$ cat src/sv/h4d_pkg.sv
`timescale 1ns / 1ps
// h4d_pkg: shared types and codes for the h4 hci receive deframer
// holds the parser phase, result kinds, packet type bytes and state/result structs
// no dependencies
package h4d_pkg;

    typedef enum logic [1:0] {
        PH_TYPE    = 2'd0,
        PH_HEADER  = 2'd1,
        PH_PAYLOAD = 2'd2
    } phase_t;

    localparam logic [2:0] KIND_START   = 3'd0;
    localparam logic [2:0] KIND_BYTE    = 3'd1;
    localparam logic [2:0] KIND_SLEEP   = 3'd2;
    localparam logic [2:0] KIND_BADTYPE = 3'd3;
    localparam logic [2:0] KIND_ABORT   = 3'd4;

    localparam logic [7:0] TYPE_ACL    = 8'h02;
    localparam logic [7:0] TYPE_EVENT  = 8'h04;
    localparam logic [5:0] SLEEP_UPPER = 6'b001100;

    localparam logic [1:0] ACL_HDR_LAST = 2'd3;
    localparam logic [1:0] ACL_LEN_LO   = 2'd2;

    localparam logic [15:0] MAX_LEN_RESET = 16'd1024;

    typedef struct packed {
        phase_t      phase;
        logic        is_event;
        logic [1:0]  hdr_idx;
        logic [7:0]  len_lo;
        logic [15:0] left;
        logic [15:0] pkt_len;
    } parse_state_t;

    typedef struct packed {
        logic [2:0]  kind;
        logic [7:0]  data_byte;
        logic        is_event;
        logic        in_header;
        logic        last;
        logic [1:0]  sleep_code;
        logic [15:0] payload_len;
    } parse_result_t;

endpackage

$ cat src/sv/h4d_step.sv
`timescale 1ns / 1ps
// h4d_step: per-byte parser step, next state and result for one received byte
// depends on h4d_pkg
module h4d_step (
    input  h4d_pkg::parse_state_t  cur,
    input  logic [7:0]             rx_byte,
    input  logic [15:0]            max_len,
    output h4d_pkg::parse_state_t  nxt,
    output h4d_pkg::parse_result_t res
);
    import h4d_pkg::*;

    logic        hdr_last;
    logic [15:0] hdr_len_val;
    logic        fin;

    always_comb
    begin
        hdr_last    = cur.is_event ? (cur.hdr_idx != 2'd0) : (cur.hdr_idx == ACL_HDR_LAST);
        hdr_len_val = cur.is_event ? {8'h00, rx_byte} : {rx_byte, cur.len_lo};
        fin         = (cur.left <= 16'd1);

        nxt = cur;
        res = '0;
        res.data_byte = rx_byte;

        unique case (cur.phase)
            PH_HEADER:
            begin
                res.kind      = KIND_BYTE;
                res.is_event  = cur.is_event;
                res.in_header = 1'b1;
                if (!hdr_last)
                begin
                    if (!cur.is_event && cur.hdr_idx == ACL_LEN_LO)
                    begin
                        nxt.len_lo = rx_byte;
                    end
                    nxt.hdr_idx = cur.hdr_idx + 2'd1;
                end
                else
                begin
                    nxt.pkt_len = hdr_len_val;
                    nxt.hdr_idx = 2'd0;
                    if (hdr_len_val > max_len)
                    begin
                        nxt.phase       = PH_TYPE;
                        nxt.left        = '0;
                        res.kind        = KIND_ABORT;
                        res.last        = 1'b1;
                        res.payload_len = hdr_len_val;
                    end
                    else if (hdr_len_val == 16'd0)
                    begin
                        nxt.phase = PH_TYPE;
                        nxt.left  = '0;
                        res.last  = 1'b1;
                    end
                    else
                    begin
                        nxt.phase       = PH_PAYLOAD;
                        nxt.left        = hdr_len_val;
                        res.payload_len = hdr_len_val;
                    end
                end
            end
            PH_PAYLOAD:
            begin
                nxt.left = fin ? 16'd0 : cur.left - 16'd1;
                if (fin)
                begin
                    nxt.phase = PH_TYPE;
                end
                res.kind        = KIND_BYTE;
                res.is_event    = cur.is_event;
                res.last        = fin;
                res.payload_len = cur.pkt_len;
            end
            default:
            begin
                nxt.phase   = PH_TYPE;
                nxt.hdr_idx = 2'd0;
                nxt.left    = '0;
                nxt.pkt_len = '0;
                if (rx_byte == TYPE_ACL || rx_byte == TYPE_EVENT)
                begin
                    nxt.is_event = (rx_byte == TYPE_EVENT);
                    nxt.phase    = PH_HEADER;
                    res.kind     = KIND_START;
                    res.is_event = (rx_byte == TYPE_EVENT);
                end
                else if (rx_byte[7:2] == SLEEP_UPPER)
                begin
                    res.kind       = KIND_SLEEP;
                    res.sleep_code = rx_byte[1:0];
                end
                else
                begin
                    res.kind = KIND_BADTYPE;
                end
            end
        endcase
    end

endmodule

$ cat src/sv/h4_hci_receive_deframer.sv
`timescale 1ns / 1ps
// h4_hci_receive_deframer: top level of the h4 uart receive deframer
// depends on h4d_pkg and h4d_step
//
// usage:
//   rx channel (rx_valid/rx_stall/rx_byte) takes one uart byte per request
//   res channel (res_valid/res_stall + result fields) gives exactly one
//   result per received byte: start, packet byte, sleep command, bad type
//   or length abort, with header/last flags and the decoded length
//   max_len_we/max_len_wdata set the largest accepted payload length
//   (reset 1024); write it only while no byte is in flight
// timing:
//   a byte is captured in an input register, parsed in one pass of short
//   logic, and lands in the result register, which drives res_valid; one
//   byte per cycle sustained while res_stall does not hold the result, as
//   the parser state updates with each parsed byte
// reset: both stages empty, parser waits for a type byte
// stall: a held result holds the parse stage, which then stalls rx; no
//   byte is dropped or repeated
module h4_hci_receive_deframer (
    input  logic        clk,
    input  logic        rst_n,
    input  logic        rx_valid,
    output logic        rx_stall,
    input  logic [7:0]  rx_byte,
    output logic        res_valid,
    input  logic        res_stall,
    output logic [2:0]  kind,
    output logic [7:0]  data_byte,
    output logic        packet_is_event,
    output logic        in_header,
    output logic        last,
    output logic [1:0]  sleep_code,
    output logic [15:0] payload_len,
    input  logic        max_len_we,
    input  logic [15:0] max_len_wdata
);
    import h4d_pkg::*;

    logic          in_full_reg;
    logic [7:0]    in_byte_reg;
    logic          out_full_reg;
    parse_result_t out_reg;
    parse_state_t  state_reg;
    parse_state_t  state_next;
    parse_result_t res_next;
    logic [15:0]   max_len_reg;
    logic          out_hold;
    logic          advance;

    assign out_hold = out_full_reg && res_stall;
    assign advance  = in_full_reg && !out_hold;
    assign rx_stall = in_full_reg && out_hold;

    h4d_step u_step (
        .cur     (state_reg),
        .rx_byte (in_byte_reg),
        .max_len (max_len_reg),
        .nxt     (state_next),
        .res     (res_next)
    );

    // input stage
    always_ff @(posedge clk or negedge rst_n)
    begin
        if (!rst_n)
        begin
            in_full_reg <= 1'b0;
        end
        else if (!rx_stall)
        begin
            in_full_reg <= rx_valid;
        end
    end

    always_ff @(posedge clk)
    begin
        if (rx_valid && !rx_stall)
        begin
            in_byte_reg <= rx_byte;
        end
    end

    // parser state and config
    always_ff @(posedge clk or negedge rst_n)
    begin
        if (!rst_n)
        begin
            state_reg   <= '{phase: PH_TYPE, default: '0};
            max_len_reg <= MAX_LEN_RESET;
        end
        else
        begin
            if (advance)
            begin
                state_reg <= state_next;
            end
            if (max_len_we)
            begin
                max_len_reg <= max_len_wdata;
            end
        end
    end

    // result stage
    always_ff @(posedge clk or negedge rst_n)
    begin
        if (!rst_n)
        begin
            out_full_reg <= 1'b0;
        end
        else if (!out_hold)
        begin
            out_full_reg <= in_full_reg;
        end
    end

    always_ff @(posedge clk)
    begin
        if (advance)
        begin
            out_reg <= res_next;
        end
    end

    assign res_valid       = out_full_reg;
    assign kind            = out_reg.kind;
    assign data_byte       = out_reg.data_byte;
    assign packet_is_event = out_reg.is_event;
    assign in_header       = out_reg.in_header;
    assign last            = out_reg.last;
    assign sleep_code      = out_reg.sleep_code;
    assign payload_len     = out_reg.payload_len;

endmodule

$ cat config.mk
export PLATFORM = sky130hd
export DESIGN_NAME = h4_hci_receive_deframer
export DESIGN_NICKNAME = d
export VERILOG_FILES = /design/src/sv/h4d_pkg.sv /design/src/sv/h4d_step.sv /design/src/sv/h4_hci_receive_deframer.sv
export SDC_FILE = /design/constraint.sdc
export NUM_CORES = 1
export LEC_CHECK = 0
export ABC_AREA = 1
export BUFFER_PORTS_ARGS = -buffer_cell sky130_fd_sc_hd__buf_2
export CORE_MARGIN = 10
export CORE_UTILIZATION = 45
export DETAILED_ROUTE_END_ITERATION = 10
export PLACE_DENSITY = 0.74
export SYNTH_ARGS = -nofsm -noshare
export SYNTH_HDL_FRONTEND = slang
export SYNTH_SLANG_ARGS = --single-unit
$ cat constraint.sdc
create_clock -name clk -period 2.8 [get_ports clk]
set_input_delay 0.42 -clock clk [delete_from_list [all_inputs] [get_ports clk]]
set_output_delay 0.42 -clock clk [all_outputs]
set_load 0.02 [all_outputs]
; Word-level counts from Yosys, hierarchy flattened
; Index checks and enable logic that the tools add are counted.
[word_totals]
in_bits = 29
reg_bits = 103
[op_classes]
n_bitwise = 4
n_reduce_logical = 19
order_cmp = 2
muxes = 31
n_eq_ne = 9
add_sub_neg = 2
[op_table]
columns = cell, n
row1 = 16-bit 2-to-1 mux, 6
row2 = 16-bit case mux with 2 select lines, 3
row3 = 32-bit 2-to-1 mux, 1
row4 = 16-bit greater-than comparator, 1
row5 = 16-bit by 1-bit less-or-equal comparator with 1-bit output (second input constant), 1
row6 = 16-bit zero test, 1
row7 = 16-bit by 1-bit subtractor with 16-bit output (second input constant), 1
row8 = 2-bit 2-to-1 mux, 7
row9 = 3-bit AND reduction, 3
row10 = 8-bit by 2-bit == test with 1-bit output (second input constant), 1
row11 = 8-bit by 3-bit == test with 1-bit output (second input constant), 1
row12 = 1-bit 2-to-1 mux, 8
row13 = 2-bit case mux with 2 select lines, 2
row14 = 2-bit == test (second input constant), 3
row15 = 6-bit by 4-bit == test with 1-bit output (second input constant), 1
row16 = 3-bit 2-to-1 mux, 2
row17 = 3-bit case mux with 2 select lines, 1
row18 = 1-bit logical AND, 5
row19 = 2-bit by 1-bit inequality test with 1-bit output (second input constant), 2
row20 = 1-bit inverter, 4
row21 = 2-bit AND reduction, 2
row22 = 4-bit AND reduction, 1
row23 = 4-bit OR reduction, 1
row24 = 1-bit zero test, 3
row25 = other kinds (6), 6

; Longest topological paths before layout
; Gate-level depths: netlist of run 1.
[logic_depth]
depth_word = 6
ltp_mapped = 20

; Modules after synthesis
; From an unflattened synthesis of run 1, not the netlist that was laid out.
[unflattened]
cells_unflattened = 759
hier_area_um2 = 6080.8
[modules_own_cells]
columns = mod, area_each_um2, seq_area_each_um2, n_inst, cells_each
row1 = h4_hci_receive_deframer, 3718.6, 2778.9, 1, 313
row2 = h4d_step, 2362.3, 0.0, 1, 446

; Worst setup path after synthesis of run 1
; OpenSTA, ideal clock, no wires.
[synth_timing]
path_kind = register to register
start = register out_full_reg (netlist: res_valid)
end = register state_reg[38] in the netlist's numbering
slack_ns = -0.261
arrival_ns = 2.930
synth_period_minus_slack_ns = 3.061
n_path_buf = 1
stages_incl_launch_ff = 8
cell_sequence = dfrtp_1 > nand2_1 > inv_1 > nor2_1 > nand4_1 > clkbuf_1 > nand2_1 > o21ai_0
[synth_between]
elab_chain_len = 4
[synth_lines]
columns = item, line_no
row1 = start: declaration, h4_hci_receive_deframer.sv:42  ; logic out_full_reg;
row2 = start signal: assignment, h4_hci_receive_deframer.sv:114  ; out_full_reg <= in_full_reg;
row3 = 1-bit logical AND, h4_hci_receive_deframer.sv:51  ; assign out_hold = out_full_reg && res_stall;
row4 = 1-bit zero test, -
row5 = 1-bit logical AND, h4_hci_receive_deframer.sv:52  ; assign advance = in_full_reg && !out_hold;
row6 = via advance, h4_hci_receive_deframer.sv:49  ; logic advance;
row7 = 4-bit AND reduction (no line), -
row8 = end signal: assignment, h4_hci_receive_deframer.sv:96  ; state_reg <= state_next;
row9 = end: declaration, h4_hci_receive_deframer.sv:44  ; parse_state_t state_reg;
; The timed path passes the listed nets, and every way through them passes these cells.
; A chain may end at the register's enable or synchronous reset.

==> impl_metrics.toml, run 1 <==
[critical_path]
required_ns = 2.90
cp-end-kind = "flip-flop"
crit_type = "reg2reg"
crit_path_max_incr_delay_ns = 0.42
startpoint = "in_byte_reg[5]"
crit_path_frequent_cell = "nand2_1"
ff2ff_path_depth = 15
cp_max_fo = 7
r2r_slack_ns = 0.21
cpMaxStageDelayCell = "edfxtp_1"
cp_num_buf_inv = 2
crit_family = "simple AND/OR/NAND/NOR gates"
startpoint_type = "flip-flop"
cp.arrival_ns = 2.69
r2r-end = "last"
path_cells = "inv_1 -> nand2_1 -> o21ai_0 -> inv_1 -> ha_1 -> a21oi_1 -> nor2_1 -> nor2_1 -> nand2_1 -> nand2_1 -> nand2_1 -> nand2_1 -> nand2_1 -> nand2_1 -> o21ai_0"
worstReg2RegStart = "in_byte_reg[5]"

[clock_tree]
clkTransAtPathRegs_ns = 0.07
cts_buffer_depth = 2
cts_root_buffer = "clkbuf_16"
cts_tree = "done"
cts_max_level = 3
clk_latency_ns = 0.35
cts_setup_buffers = 0
cts_num_sinks = 103
cts_buffers = 9

[finish]
area_growth_pct = 14.05
fin_nets = 755
diodes = 0
multi_input_area_um2 = 2227
largest_reg_flops = 45
fin_cells = 851
regArea_um2 = 2780
nFillCells = 1071
drive_above_1_share_pct = 15.96

[placement]
io_buffer_count = 62
gp_congestion = 0.8731
place_ws_ns = 0.1708
hpwl_um = 9417
placed_cells = 835

[status]
status = "complete, no violations"

[die]
pin_count = 63
coreArea_um2 = 11560
die_w_um = 129.1
start_util_pct = 46.35
die_h_um = 129.1
std_cell_rows = 39
dieArea_um2 = 16680

[global_routing]
overflow = 0
grtUsageTotal_pct = 15.85
first_global_vias = 4368
antenna_found_initial = 0
grt_max_degree = 64
grt_pass1_wl_um = 21390

[power_and_ir_drop]
power_leakage_uw = 0.003042
p_seq_share_pct = 49.3
vdd_drop_max_mv = 0.4869
power.internal_uw = 2436
power_per_cell_area_nw_per_um2 = 560.6
combinationalPowerShare_pct = 15.8
power_switching_uw = 991.5
p_total_uw = 3427
power_frac_clock_pct = 34.9
swShare_pct = 28.93

[hold_path]
min_path_type = "in2async"

[timing]
hold_viol = 0
slew_viol_final = 0
worst_pin_slew_ns = 0.8233
setup_slack_ns = 0.2115
tns_ns = 0
rsz0062_at_grt = "no"
maxSlewHeadroom_pct = 45.11
fin_hold_ws_ns = 0.2388
fmax_mhz = 386.3
setup_viol = 0
skew_ns = 0.008320
min_period_over_period_pct = 92.44
finalCriticalPeriod_ns = 2.588

[routing]
drc = 0
dr.pass1.iters = 5
drtIter0Drc = 418
num_vias = 4390
postRouteAntennaNets = 0
routed_wl_um = 12730
via_per_inst = 5.159
avgRoutedWirePerCell_um = 14.95

[synthesis]
ys_seq_area_share_pct = 51.84
ys_seq_elements = 103
syn_nets = 691
ys.warnings.count = 0
synth_cells = 639
syn_avg_cell_area_um2 = 8.388
netlist_area_um2 = 5360
yosysUniqueCellTypes = 37

[job]
cap_violations = 0
final cells by class:
type | instances | area share [%]
clock buffers | 9 | 3.684
clock inverters | 7 | 0.9415
inverters | 61 | 3.786
multi-input cells | 454 | 36.43
flip-flops and latches | 103 | 45.48
well taps | 143 | 2.927
repair buffers | 74 | 6.754
kinds of logic after synthesis:
| kind of cell | Yosys count | synth area share [%] |
|---|---|---|
| AOI/OAI and AO/OA | 66 | 6.583 |
| and+or+nand+nor | 353 | 27.43 |
| muxes | 2 | 0.3968 |
| adders and majority gates | 23 | 5.369 |
| buffers and inverters | 82 | 6.746 |
| xor gates and xnor gates | 10 | 1.634 |
| DFF | 103 | 51.84 |
power by group through the flow:
stage	registers [µW]	clock network, µW	logic [µW]
after floorplan	1770	0	298
after CTS	1690	1220	541
after detailed placement	1720	0	536
after global placement	1720	0	525
after global routing	1700	1270	600
final	1690	1200	540
Yosys cell counts (all sizes together):
cell type / count / area share [%]
a21o: 1 / 0.14
a21oi: 27 / 2.5
buf: 12 / 1.7
clkbuf: 8 / 0.56
dfrtp: 62 / 29
dfstp: 1 / 0.49
dlygate4sd1: 1 / 0.16
edfxtp: 40 / 22
ha: 23 / 5.4
inv: 61 / 4.3
mux2: 1 / 0.21
mux2i: 1 / 0.19
nand2: 238 / 17
nand3: 29 / 2.7
nand3b: 3 / 0.42
nand4: 5 / 0.58
nor2: 57 / 4.7
nor3: 13 / 1.4
nor4: 2 / 0.23
o21a: 2 / 0.28
o21ai: 36 / 3.6
or2: 5 / 0.58
or3: 1 / 0.12
xnor2: 3 / 0.49
xor2: 7 / 1.1
metrics by stage:
step	cell area [µm²]	utilization [%]
6_report	6113	52.86
5_1_grt	6113	52.86
4_1_cts	6112	52.85
3_5_place_dp	5829	50.41
3_3_place_gp	5829	50.41
2_1_floorplan	5363	-
layout by cell type (no fill, tap or decap), drive strengths merged, types with 4 or more instances in the layout:
| cell type | n |
|---|---|
| edfxtp | 40 |
| xor2 | 7 |
| a21oi | 27 |
| inv | 63 |
| clkinv | 4 |
| buf | 74 |
| nand4 | 5 |
| ha | 23 |
| nand3 | 29 |
| clkbuf | 9 |
| nor3 | 13 |
| nor2 | 57 |
| o21ai | 36 |
| dfrtp | 62 |
| nand2 | 238 |
| or2 | 5 |
worst max-delay path by stage:
stage,slack [ns],cells after the start,to
CTS,0.15,15,state_reg[30]
floorplan,0.39,11,state_reg[10]
global route,0.05,15,last
detailed placement,0.17,12,last
finish,0.21,15,last
global placement,0.25,15,state_reg[30]
layer usage:
metal | vias up | track usage [%] | share of wire, %
li1 | 2172 | - | -
met1 | 2054 | 19.91 | 44
met3 | 10 | 3.630 | 7.2
met5 | - | 0 | 0
met4 | 0 | 4.080 | 0.97
met2 | 154 | 26.96 | 48
what timing repair did:
item / 4_1_cts / 5_1_grt
resized for setup: 0 / 3
setup endpoints to repair: 0 / 12
hold buffers: 0 / 0
No activity file was read; power rests on OpenSTA's default activity.
==> run 2: changes to the inputs <==
--- a/config.mk
+++ b/config.mk
@@ -10,6 +10,7 @@
 export CORE_MARGIN = 10
 export CORE_UTILIZATION = 45
 export DETAILED_ROUTE_END_ITERATION = 10
+export GPL_TIMING_DRIVEN = 1
 export PLACE_DENSITY = 0.74
 export SYNTH_ARGS = -nofsm -noshare
 export SYNTH_HDL_FRONTEND = slang
==> constraint.sdc (replaced) <==
create_clock -name clk -period 2.1 [get_ports clk]
set_input_delay 0.315 -clock clk [delete_from_list [all_inputs] [get_ports clk]]
set_output_delay 0.315 -clock clk [all_outputs]
set_load 0.02 [all_outputs]
==> impl_metrics.toml, run 2 (synthesis gave the netlist of run 1 again) <==
[finish]
diodes = 0
fin_nets = 808
layout_common_cells = "nand2_1 (231), buf_2 (62), dfrtp_1 (61)"
final_common_cell = "nand2_1"
nFillCells = 992
largest_reg_flops = 45
drive_above_1_share_pct = 27.07
area_growth_pct = 26.35

[critical_path]
crit_type = "reg2reg"
cp-end-kind = "flip-flop"
cp.arrival_ns = 2.57
required_ns = 2.34
crit_path_max_incr_delay_ns = 0.45
startpoint_type = "flip-flop"
cp_max_fo = 5
ff2ff_path_depth = 18
r2r-end = "state_reg[22]"
cpMaxStageDelayCell = "dfrtp_2"
worstReg2RegStart = "state_reg[42]"
path_cells = "inv_2 -> buf_4 -> nand2_1 -> nand2_1 -> ha_1 -> nand2_1 -> nor2_2 -> nand2_1 -> nand2_1 -> nand2_1 -> nand2_2 -> nand2_4 -> buf_6 -> buf_6 -> nand3_2 -> nand2_1 -> nand2_1 -> nand2_1"
crit_path_frequent_cell = "nand2_1"
r2r_slack_ns = -0.22

[die]
die_w_um = 129.1
coreArea_um2 = 11560
start_util_pct = 46.35
dieArea_um2 = 16680
pin_count = 63
die_h_um = 129.1
std_cell_rows = 39

[timing]
slew_viol_final = 0
fin_hold_ws_ns = 0.1280
tns_ns = -2.711
worst_pin_slew_ns = 0.5833
skew_ns = 0.008644
setup_slack_ns = -0.2209
min_period_over_period_pct = 110.5
maxSlewHeadroom_pct = 61.00
setup_viol = 20
hold_viol = 0
finalCriticalPeriod_ns = 2.321
fmax_mhz = 430.9
rsz0062_at_grt = "yes"

[clock_tree]
cts_max_level = 3
clkTransAtPathRegs_ns = 0.08
clk_latency_ns = 0.36
cts_buffer_depth = 2
cts_buffers = 9
cts_num_sinks = 103
cts_tree = "done"
cts_root_buffer = "clkbuf_16"

[global_routing]
overflow = 0
grtUsageTotal_pct = 17.07
grt_max_degree = 64
grt_pass1_wl_um = 22870
antenna_found_initial = 0
first_global_vias = 4708

[routing]
postRouteAntennaNets = 0
drtIter0Drc = 466
dr.pass1.iters = 5
avgRoutedWirePerCell_um = 15.25
drc = 0
routed_wl_um = 13790
via_per_inst = 5.137
num_vias = 4644

[hold_path]
min_path_cells = 1
min_from = "rx_byte[1]"
min_path_type = "in2reg"
min_to = "in_byte_reg[1]"

[status]
violations = "negative setup slack"
status = "finished with violations"

[power_and_ir_drop]
power_frac_clock_pct = 32.8
vdd_drop_max_mv = 0.4739
p_seq_share_pct = 45.7
power_switching_uw = 1463
power.internal_uw = 3456
power_leakage_uw = 0.003317
power_per_cell_area_nw_per_um2 = 726.3
combinationalPowerShare_pct = 21.4
swShare_pct = 29.75

[placement]
io_buffer_count = 62
gp_congestion = 0.8577
place_ws_ns = -0.1350
hpwl_um = 9735

[job]
cap_violations = 0
==> run 2: cell count changes in the layout (fill, tap and decap cells not counted), sizes merged <==
cell and delta:
inv -1, clkinv +1, buf +52, dlygate4sd3 +1
==> run 2: per-stage QoR <==
step / utilization (%) / instance area, µm² / power (µW) / cells
6_report: 58.56 / 6773 / 4919 / 904
5_1_grt: 58.56 / 6773 / 5115 / 904
4_1_cts: 58.30 / 6743 / 4930 / 905
3_5_place_dp: 53.44 / 6180 / 3167 / 876
3_3_place_gp: 53.44 / 6180 / 3135 / 876
2_1_floorplan: - / 5408 / 2777 / 639
==> run 2: power groups by stage <==
| stage | logic (µW) | clock network, µW | registers (µW) |
|---|---|---|---|
| finish | 1060 | 1610 | 2250 |
| global route | 1140 | 1710 | 2260 |
| CTS | 1040 | 1640 | 2250 |
| detailed placement | 880 | 0 | 2290 |
| global placement | 854 | 0 | 2280 |
| floorplan | 419 | 0 | 2360 |
==> run 2: worst max-delay path by stage <==
stage                   from             to  slack [ns]  depth (start not counted)
6_report       state_reg[42]  state_reg[22]       -0.22                         18
3_5_place_dp   state_reg[42]  state_reg[30]       -0.13                         16
4_1_cts        state_reg[42]  state_reg[30]       -0.11                         18
3_3_place_gp   state_reg[42]           last       -0.04                         12
2_1_floorplan  state_reg[42]           last       -0.07                         17
5_1_grt        state_reg[42]  state_reg[22]       -0.35                         18
==> run 2: critical path: cells and delay by family (launching register included) <==
family                     cells  cell delay (ns)
and+or+nand+nor               13             0.96
buffers and inverters          4             0.47
DFF                            1             0.45
adders and majority gates      1             0.32
==> run 2: layout make-up <==
cell class | instances | area, µm² | share of cell area, %
flip-flops and latches | 103 | 2780 | 41.05
well taps | 143 | 178.9 | 2.642
clock inverters | 7 | 58.81 | 0.8683
repair buffers | 127 | 868.3 | 12.82
multi-input cells | 454 | 2430 | 35.88
clock buffers | 9 | 225.2 | 3.325
inverters | 61 | 231.5 | 3.418
==> run 2: timing repair <==
item / 4_1_cts / 5_1_grt
cloned: 2 / 0
buffers inserted: 11 / 2
pin swaps: 15 / 16
hold buffers: 1 / 0
endpoints found under the hold margin: 62 / 0
setup endpoints to repair: 20 / 20
resized for setup: 41 / 17
==> run 2: per-layer routing <==
metal  up-vias  wire [µm]  GRT usage [%]
met5         -          0              0
met4         0        328          6.555
met3        23        810          3.548
met2       141       6745          29.92
met1      2201       5903          20.13
li1       2279          -              -
==> run 3: changes to the inputs <==
--- a/config.mk
+++ b/config.mk
@@ -7,11 +7,12 @@
 export LEC_CHECK = 0
 export ABC_AREA = 1
 export BUFFER_PORTS_ARGS = -buffer_cell sky130_fd_sc_hd__buf_2
-export CORE_MARGIN = 10
+export CAP_MARGIN = 15
+export CORE_MARGIN = 5
 export CORE_UTILIZATION = 45
 export DETAILED_ROUTE_END_ITERATION = 10
 export GPL_TIMING_DRIVEN = 1
-export PLACE_DENSITY = 0.74
+export PLACE_DENSITY = 0.71
 export SYNTH_ARGS = -nofsm -noshare
 export SYNTH_HDL_FRONTEND = slang
 export SYNTH_SLANG_ARGS = --single-unit
==> constraint.sdc (replaced) <==
create_clock -name clk -period 2.2 [get_ports clk]
set_input_delay 0.33 -clock clk [delete_from_list [all_inputs] [get_ports clk]]
set_output_delay 0.33 -clock clk [all_outputs]
set_load 0.02 [all_outputs]
==> impl_metrics.toml, run 3 (synthesis gave the netlist of run 1 again) <==
[placement]
gp_congestion = 0.9256
placed_cells = 873
io_buffer_count = 62
hpwl_um = 9537

[timing]
hold_viol = 18
tns_ns = -2.051
maxSlewHeadroom_pct = 70.66
finalCriticalPeriod_ns = 2.343
setup_slack_ns = -0.1431
setup_viol = 19
worst_pin_slew_ns = 0.4390
slew_viol_final = 0
rsz0062_at_grt = "yes"
fin_hold_ws_ns = -0.02194
fmax_mhz = 426.8
skew_ns = 0.009956
min_period_over_period_pct = 106.5

[critical_path]
cp.arrival_ns = 2.58
required_ns = 2.43
r2r-end = "state_reg[31]"
cp_max_fo = 7
worstReg2RegStart = "state_reg[42]"
crit_type = "reg2reg"
startpoint_type = "flip-flop"
r2r_slack_ns = -0.14
ff2ff_path_depth = 20
cp-end-kind = "flip-flop"

[status]
status = "finished with violations"
violations = "negative hold slack, negative setup slack"

[routing]
drtIter0Drc = 502
drc = 0
avgRoutedWirePerCell_um = 14.83
num_vias = 4683
postRouteAntennaNets = 0
routed_wl_um = 13400
dr.pass1.iters = 5
via_per_inst = 5.180

[die]
die_w_um = 119.1
std_cell_rows = 39
die_h_um = 119.1
pin_count = 63
coreArea_um2 = 11560
dieArea_um2 = 14190
start_util_pct = 46.35

[global_routing]
overflow = 0
use_met3_pct = 4.313
antenna_found_initial = 0
grt_pass1_wl_um = 22080
grt_max_degree = 64
first_global_vias = 4511
grtUsageTotal_pct = 19.25
met1_usage_pct = 25.70
grt.busiest_layer = "met2"
gr-usage-met2_pct = 31.90

[finish]
final_common_cell = "nand2_1"
fin_util_pct = 58.75
fin_cells = 904
fin_nets = 808
area_growth_pct = 26.75
diodes = 0
drive_above_1_share_pct = 27.86
largest_reg_flops = 45
layout_common_cells = "nand2_1 (227), buf_2 (62), dfrtp_1 (61)"

[hold_path]
min_path_type = "in2async"

[clock_tree]
clkTransAtPathRegs_ns = 0.07
clk_latency_ns = 0.35
cts_tree = "done"
cts_buffer_depth = 2
cts_buffers = 9
cts_max_level = 3
cts_root_buffer = "clkbuf_16"
cts_num_sinks = 103
hold_buffers = 0

[power_and_ir_drop]
p_total_uw = 4750
power_leakage_uw = 0.003334
power_per_cell_area_nw_per_um2 = 699.2
vdd_drop_max_mv = 0.6577

[job]
cap_violations = 0
-- run 3: cell count changes in the layout (fill, tap and decap cells not counted), moves of 2 or more --
| cell | previous run | this run |
|---|---|---|
| inv_6 | 1 | 3 |
| nand2_2 | 5 | 10 |
| inv_2 | 11 | 9 |
| buf_6 | 8 | 5 |
| buf_4 | 53 | 57 |
| nand2_1 | 231 | 227 |
| nor2_4 | 6 | 3 |
| clkinv_4 | 2 | 0 |
| nand3_1 | 22 | 16 |
| nand3_2 | 6 | 12 |
| nor2_1 | 41 | 43 |
-- run 3: timing repair --
action | CTS | global route
gates resized for setup | 21 | 42
gates cloned | 1 | 1
buffers inserted | 5 | 8
pin swaps | 5 | 17
setup endpoints to repair | 20 | 36
endpoints found under the hold margin | 0 | 0
-- run 3: stage by stage --
step | cell area [µm²] | worst slack [ns]
5_1_grt | 6794 | -0.2642
6_report | 6794 | -0.1431
4_1_cts | 6551 | -0.006138
3_3_place_gp | 6133 | -0.07715
3_5_place_dp | 6133 | -0.1579
2_1_floorplan | 5384 | 0.001462
-- run 3: worst max-delay path by stage --
stage                  start       endpoint  slack, ns  cells after the start
6_report       state_reg[42]  state_reg[31]      -0.14                     20
5_1_grt        state_reg[42]  state_reg[30]      -0.26                     20
4_1_cts        state_reg[42]           last     -0.006                     14
3_5_place_dp   state_reg[42]           last      -0.16                     14
3_3_place_gp   state_reg[42]        kind[0]      -0.08                     14
2_1_floorplan  state_reg[42]           last      0.001                     18
-- run 3: cell type report --
type	instances	area, µm²
well taps	143	178.9
inverters	61	234.0
clock inverters	6	66.31
fillers	978	4771
clock buffers	10	229.0
flip-flops and latches	103	2780
repair buffers	127	859.6
multi-input cells	454	2446
-- run 3: critical path, stage by stage, from the launching register on --
cell       delay, ns
dfrtp_2         0.49
buf_6           0.17
nand2_2         0.06
o21a_1          0.21
inv_2           0.08
ha_4            0.16
inv_2           0.04
nand2_2         0.04
nand2_1         0.09
nand2_1         0.09
nand2_1         0.07
nand2_1         0.05
nand2_1         0.05
nand2_1         0.06
nand2_2         0.08
nand2_4         0.10
clkbuf_16       0.18
nand3_2         0.05
nand2_1         0.05
nand2_1         0.06
nand2_1         0.05
-- run 3: routing by layer --
metal	up-vias	wire length (µm)	part of all wire (%)
li1	2278	-	-
met1	2201	5701	43
met2	183	6578	49
met3	21	920	6.9
met4	0	201	1.5
met5	-	0	0
-- run 3: power by group --
group	total (µW)	switching (µW)	leakage, µW	internal [µW]
clock network	1600	708	0.000148	891
registers	2150	41.2	0.00122	2110
logic	999	593	0.00196	406
total	4750	1340	0.00333	3410
